$ cat src/rtl/imm_pkg.sv
// Shared types and constants for the integer matrix multiply unit.
// Depends on nothing; every other file but imm_ram uses it by scoped names.
`timescale 1ns / 1ps

package imm_pkg;

  localparam int DIM_W     = 4;
  localparam int FUNC_W    = 2;
  localparam int IDX_W     = 3;
  localparam int DATA_W    = 32;
  localparam int CFG_IDX_W = 2;

  localparam logic [FUNC_W-1:0] FUNC_LOAD_A  = 2'd0;
  localparam logic [FUNC_W-1:0] FUNC_LOAD_B  = 2'd1;
  localparam logic [FUNC_W-1:0] FUNC_COMPUTE = 2'd2;

  localparam logic [CFG_IDX_W-1:0] REG_ROWS_A    = 2'd0;
  localparam logic [CFG_IDX_W-1:0] REG_INNER_DIM = 2'd1;
  localparam logic [CFG_IDX_W-1:0] REG_COLS_B    = 2'd2;

  typedef enum logic [1:0] {
    ST_IDLE,
    ST_ISSUE,
    ST_DRAIN
  } state_t;

  typedef struct packed {
    logic load;
    logic start;
    logic issue;
    logic emit;
  } cmd_t;

  typedef struct packed {
    logic k_last;
    logic elem_last;
    logic busy;
    logic out_free;
  } stat_t;

endpackage

$ cat src/rtl/imm_ctrl.sv
// Sequencing state machine of the matrix multiply unit.
// Depends on imm_pkg; drives datapath commands from datapath status.
`timescale 1ns / 1ps

module imm_ctrl (
  input  logic                       clk,
  input  logic                       rst_n,
  input  logic                       in_valid,
  input  logic [imm_pkg::FUNC_W-1:0] in_func,
  output logic                       in_ready,
  input  imm_pkg::stat_t             st,
  output imm_pkg::cmd_t              cmd
);

  imm_pkg::state_t state_r;
  imm_pkg::state_t state_nxt;
  logic            emit_ok;

  assign emit_ok = !st.busy && st.out_free;

  always_ff @(posedge clk) begin
    if (!rst_n) begin
      state_r <= imm_pkg::ST_IDLE;
    end else begin
      state_r <= state_nxt;
    end
  end

  always_comb begin
    state_nxt = state_r;
    case (state_r)
      imm_pkg::ST_IDLE: begin
        if (in_valid && in_func == imm_pkg::FUNC_COMPUTE) begin
          state_nxt = imm_pkg::ST_ISSUE;
        end
      end
      imm_pkg::ST_ISSUE: begin
        if (st.k_last) begin
          state_nxt = imm_pkg::ST_DRAIN;
        end
      end
      imm_pkg::ST_DRAIN: begin
        if (emit_ok) begin
          state_nxt = st.elem_last ? imm_pkg::ST_IDLE : imm_pkg::ST_ISSUE;
        end
      end
      default: state_nxt = imm_pkg::ST_IDLE;
    endcase
  end

  always_comb begin
    in_ready  = 1'b0;
    cmd       = '0;
    case (state_r)
      imm_pkg::ST_IDLE: begin
        in_ready = 1'b1;
        if (in_valid) begin
          if (in_func == imm_pkg::FUNC_COMPUTE) begin
            cmd.start = 1'b1;
          end else begin
            cmd.load = 1'b1;
          end
        end
      end
      imm_pkg::ST_ISSUE: begin
        cmd.issue = 1'b1;
      end
      imm_pkg::ST_DRAIN: begin
        cmd.emit = emit_ok;
      end
      default: begin
        in_ready = 1'b0;
      end
    endcase
  end

endmodule

$ cat config.mk
export PLATFORM = sky130hd
export DESIGN_NAME = imm_ctrl
export DESIGN_NICKNAME = d
export VERILOG_FILES = /design/src/rtl/imm_pkg.sv /design/src/rtl/imm_ctrl.sv
export SDC_FILE = /design/constraint.sdc
export NUM_CORES = 1
export LEC_CHECK = 0
export BUFFER_PORTS_ARGS = -buffer_cell sky130_fd_sc_hd__buf_2
export CAP_MARGIN = 40
export CORE_AREA = 2 2 39 41
export CTS_BUF_LIST = sky130_fd_sc_hd__clkbuf_8
export CTS_CLUSTER_SIZE = 24
export DETAILED_ROUTE_END_ITERATION = 6
export DIE_AREA = 0 0 41 43
export SETUP_SLACK_MARGIN = 0.02
export SYNTH_ARGS = -nofsm -noshare
export SYNTH_HDL_FRONTEND = slang
export SYNTH_SLANG_ARGS = --single-unit
$ cat constraint.sdc
create_clock -name clk -period 2.6 [get_ports clk]
set_clock_uncertainty 0.15 [all_clocks]
set_input_delay 0.13 -clock clk [delete_from_list [all_inputs] [get_ports clk]]
set_output_delay 0.13 -clock clk [all_outputs]
set_load 0.01 [all_outputs]
Yosys cells after proc, flatten, opt, wreduce, memory -nomap -nowiden
Cells that the tools add are included.
{"block": "totals", "register_bits": 2, "latch_bits": 0, "ram_bits": 0, "rom_bits": 0, "inputBits": 9, "output_inout_bits": 5, "elab_cells": 24, "n_memories": 0}
{"block": "classes", "add_sub_neg": 0, "n_mul": 0, "n_div": 0, "magnitude_cmp": 0, "eq_ne": 6, "shift": 0, "muxes": 12, "n_bitwise": 0, "n_reduce_logical": 5}
{"cell": "$mux 2", "n": 5}
{"cell": "$mux 1", "n": 6}
{"cell": "$ne 2x2->1 const B", "n": 3}
{"cell": "$pmux 2 s3", "n": 1}
{"cell": "$eq 2x2->1 const B", "n": 2}
{"cell": "$reduce_and 3->1", "n": 1}
{"cell": "$eq 2x1->1 const B", "n": 1}
{"cell": "$logic_and 1x1->1", "n": 2}
{"cell": "$logic_not 2->1", "n": 1}
{"cell": "$logic_not 1->1", "n": 1}

Depth between registers and ports, before layout
{"block": "logic_depth", "word_depth": 4, "depth_mapped": 3, "ltp_nobuf": 3}

Worst setup path after synthesis
Ideal clock, no wire load.
{"block": "synth_timing", "kind": "reg-to-reg", "from": "register state_r[0]", "to": "register state_r[0]", "setup_time_ps": 59, "arrival_time_ps": 1115, "required_ps": 2391, "slack_ps": 1276, "stages_incl_launch_ff": 4, "path_buffers": 0, "period_less_slack_ps": 1324, "cell_sequence": "dfxtp_1 or3b_4 nor3b_4 o31a_1"}
{"block": "synth_between", "elab_chain_len": 3, "word_cells_on_any_way": 8, "cone_classes": "eq/ne: 5; mux: 1; reduce/logical: 2"}
{"element": "from (decl)", "line_no": "imm_ctrl.sv:15", "rtl": "imm_pkg::state_t state_r;"}
{"element": "from (signal assigned)", "line_no": "imm_ctrl.sv:23", "rtl": "state_r <= imm_pkg::ST_IDLE;"}
{"element": "from (signal assigned)", "line_no": "imm_ctrl.sv:25", "rtl": "state_r <= state_nxt;"}
{"element": "$eq 2x2->1 (tied with other cells)", "line_no": "imm_ctrl.sv:31", "rtl": "case (state_r)"}
{"element": "$ne 2x2->1 (no line)"}
{"element": "$reduce_and 3->1 (no line)"}
Several ways; a longest one is shown, not always the timed one.
A chain may end at the register's enable or synchronous reset.

==> flow_metrics.py <==
metrics = {
    "synthesis": {
        "ys.warnings.count": 0,
        "syn_nets": 26,
        "synth_edf_count": 0,
        "synth.area.top_cells": "dfxtp_1 (26%), nor2b_1 (12%), nor3b_4 (12%)",
        "synth.distinct_cells": 14,
        "synth_top_cell_by_area": "dfxtp_1",
        "ys_seq_area_frac": 0.258,
        "ys_top_cells_by_count": "nor2b_1 (3), dfxtp_1 (2)",
        "async_reset_ff_frac": 0,
        "synth_top_area_share": 0.258,
        "yosysMostFrequentCell": "nor2b_1",
        "synthFlopType": "dfxtp_1",
        "ys_seq_elements": 2,
        "synthCells": 17,
        "netlist_area_um2": 155,
        "avgSynthCellArea_um2": 9.13,
    },
    "routing": {
        "dr.pass1.iters": 2,
        "vias_per_cell": 3.40,
        "drcViolationCount": 0,
        "vias": 163,
        "wl_per_cell_um": 8.13,
        "finalWirelength_um": 390,
        "drt.antenna.violating_nets": 0,
        "drt_iter0_markers": 1,
    },
    "place": {
        "place_area_um2": 233,
        "gp_congestion": 0.562,
        "placedCellCount": 45,
        "dp_hpwl_um": 325,
        "place.port_buffers": 13,
    },
    "global_route": {
        "grt_max_degree": 6,
        "grt_pass1_vias": 152,
        "grt_first_pass_wirelength_um": 545,
        "grt_overflow": 0,
        "grt_use_total": 0.0551,
        "antenna_found_initial": 0,
    },
    "floorplanning": {
        "dieArea_um2": 1760,
        "ios": 14,
        "core-area_um2": 1380,
        "initial_core_util": 0.112,
        "die_x_um": 41,
        "die_h_um": 43,
        "placementRows": 14,
    },
    "clock_network": {
        "cts_root_buf": "clkbuf_8",
        "clk_pin_slew_ns": 0.03,
        "h-tree-depth": 1,
        "cts_setup_buffers": 0,
        "cts_buffer_depth": 2,
        "cts_buffers": 3,
        "cts_tree": "built",
        "hold_buffers": 0,
        "clk_latency_ns": 0.21,
        "cts_resized": 0,
        "clock_sinks": 2,
    },
    "timing": {
        "maxSlewHeadroom": 0.889,
        "period_needed_ns": 1.59,
        "hold_viol_final": 0,
        "tightest_slew_ns": 0.166,
        "period_share": 0.610,
        "fin_tns_setup_ns": 0,
        "finalMaxSlewViolations": 0,
        "grt_setup_unrepaired": "false",
        "fmax_mhz": 631,
        "setup_violations": 0,
    },
    "critical_path": {
        "cp-end-kind": "output port",
        "cp-start-kind": "flop",
        "critical_path_class": "flop to output port",
        "crit_end": "cmd[2]",
        "cp_max_fo": 5,
        "rrSetupSlack_ns": 1.31,
        "startpoint": "state_r[0]",
        "reg2regPathDepth": 3,
        "required_ns": 2.32,
        "rr_startpoint": "state_r[0]",
        "r2r_end": "state_r[0]",
        "critPathArrivalTime_ns": 1.31,
    },
    "layout": {
        "stdcell_count": 48,
        "synthToLayoutAreaGrowth_pct": 76.6,
        "top_regs": "state_r: 2 flops",
        "nNetsFinal": 43,
        "stdcell_area_um2": 274,
        "largest_register_ffs": 2,
        "num-fill-cells": 160,
        "top_register": "state_r",
        "layout-drive-gt1-share": 0.594,
        "antenna_cells": 0,
    },
    "outcome": {
        "outcome": "finished clean",
    },
    "pwr": {
        "power_leakage_nw": 0.131,
        "power.density_nw_per_um2": 643,
        "ir_worst_vdd_mv": 0.139,
    },
    "run": {
        "max_cap_violations": 0,
    },
    "hold_path": {
        "min_path_type": "input port to flop",
    },
}
==> worst max-delay path, cell delays in order (launching register included) <==
cell	delay, ns
dfxtp_1	0.32
or3b_4	0.42
nor3b_4	0.20
buf_2	0.16
==> layout make-up <==
type / count / area, um2 / area share
multi-input cells: 13 / 104 / 0.379
clock buffers: 3 / 41.3 / 0.151
well taps: 16 / 20.0 / 0.0731
flip-flops and latches: 2 / 40.0 / 0.146
repair buffers: 13 / 65.1 / 0.237
inverters: 1 / 3.75 / 0.0137
==> stage by stage <==
stage	power [W]	hold WS, ns	setup WS (ns)	util
global placement	0.0000553	0.218	1.23	0.168
finish	0.000176	0.00273	1.01	0.198
floorplan	0.0000451	0.108	1.28	-
CTS	0.000180	0.00525	1.00	0.198
detailed placement	0.0000555	0.221	1.23	0.168
global route	0.000186	0.0129	0.969	0.198
==> per-layer routing <==
layer / vias to the layer above / track usage / routed length [um]
met4: 0 / 0.0600 / 14
met5: - / 0 / 0
met2: 9 / 0.0594 / 170
met3: 2 / 0.0628 / 64
met1: 64 / 0.0479 / 141
li1: 88 / - / -
==> layout by cell type, fill, tap and decap left out <==
| cell type | count |
|---|---|
| buf_2 | 13 |
| nor2b_1 | 3 |
| clkbuf_8 | 3 |
| dfxtp_1 | 2 |
| nor2_1 | 1 |
| or3b_4 | 1 |
| nor3b_4 | 1 |
| and4bb_2 | 1 |
| inv_1 | 1 |
| a21oi_1 | 1 |
| nand2b_1 | 1 |
| nand3b_1 | 1 |
| nand2_1 | 1 |
| a21boi_0 | 1 |
| o31a_1 | 1 |
==> worst min path at each step <==
stage / end / slack, ns / cells past startpoint / startpoint
after floorplan: state_r[0] / 0.11 / 1 / rst_n
after global placement: state_r[0] / 0.22 / 2 / rst_n
after detailed placement: state_r[0] / 0.22 / 2 / rst_n
after CTS: state_r[0] / 0.005 / 2 / rst_n
after global routing: state_r[0] / 0.01 / 2 / rst_n
final: state_r[0] / 0.003 / 2 / rst_n
==> report_power, final <==
part	switching (W)	internal, W
clock	0.0000236	0.0000978
combinational	0.00000906	0.0000127
sequential	0.00000101	0.0000320
==> logic make-up (layout without fill, tap and decap cells) <==
family,count (synthesis),in the layout,synth area share
buffers and inverters,2,17,0.0726
flip-flops,2,2,0.258
AO/OA/AOI/OAI,3,3,0.137
AND/OR/NAND/NOR,10,10,0.532
(Power assumes the default switching activity.)
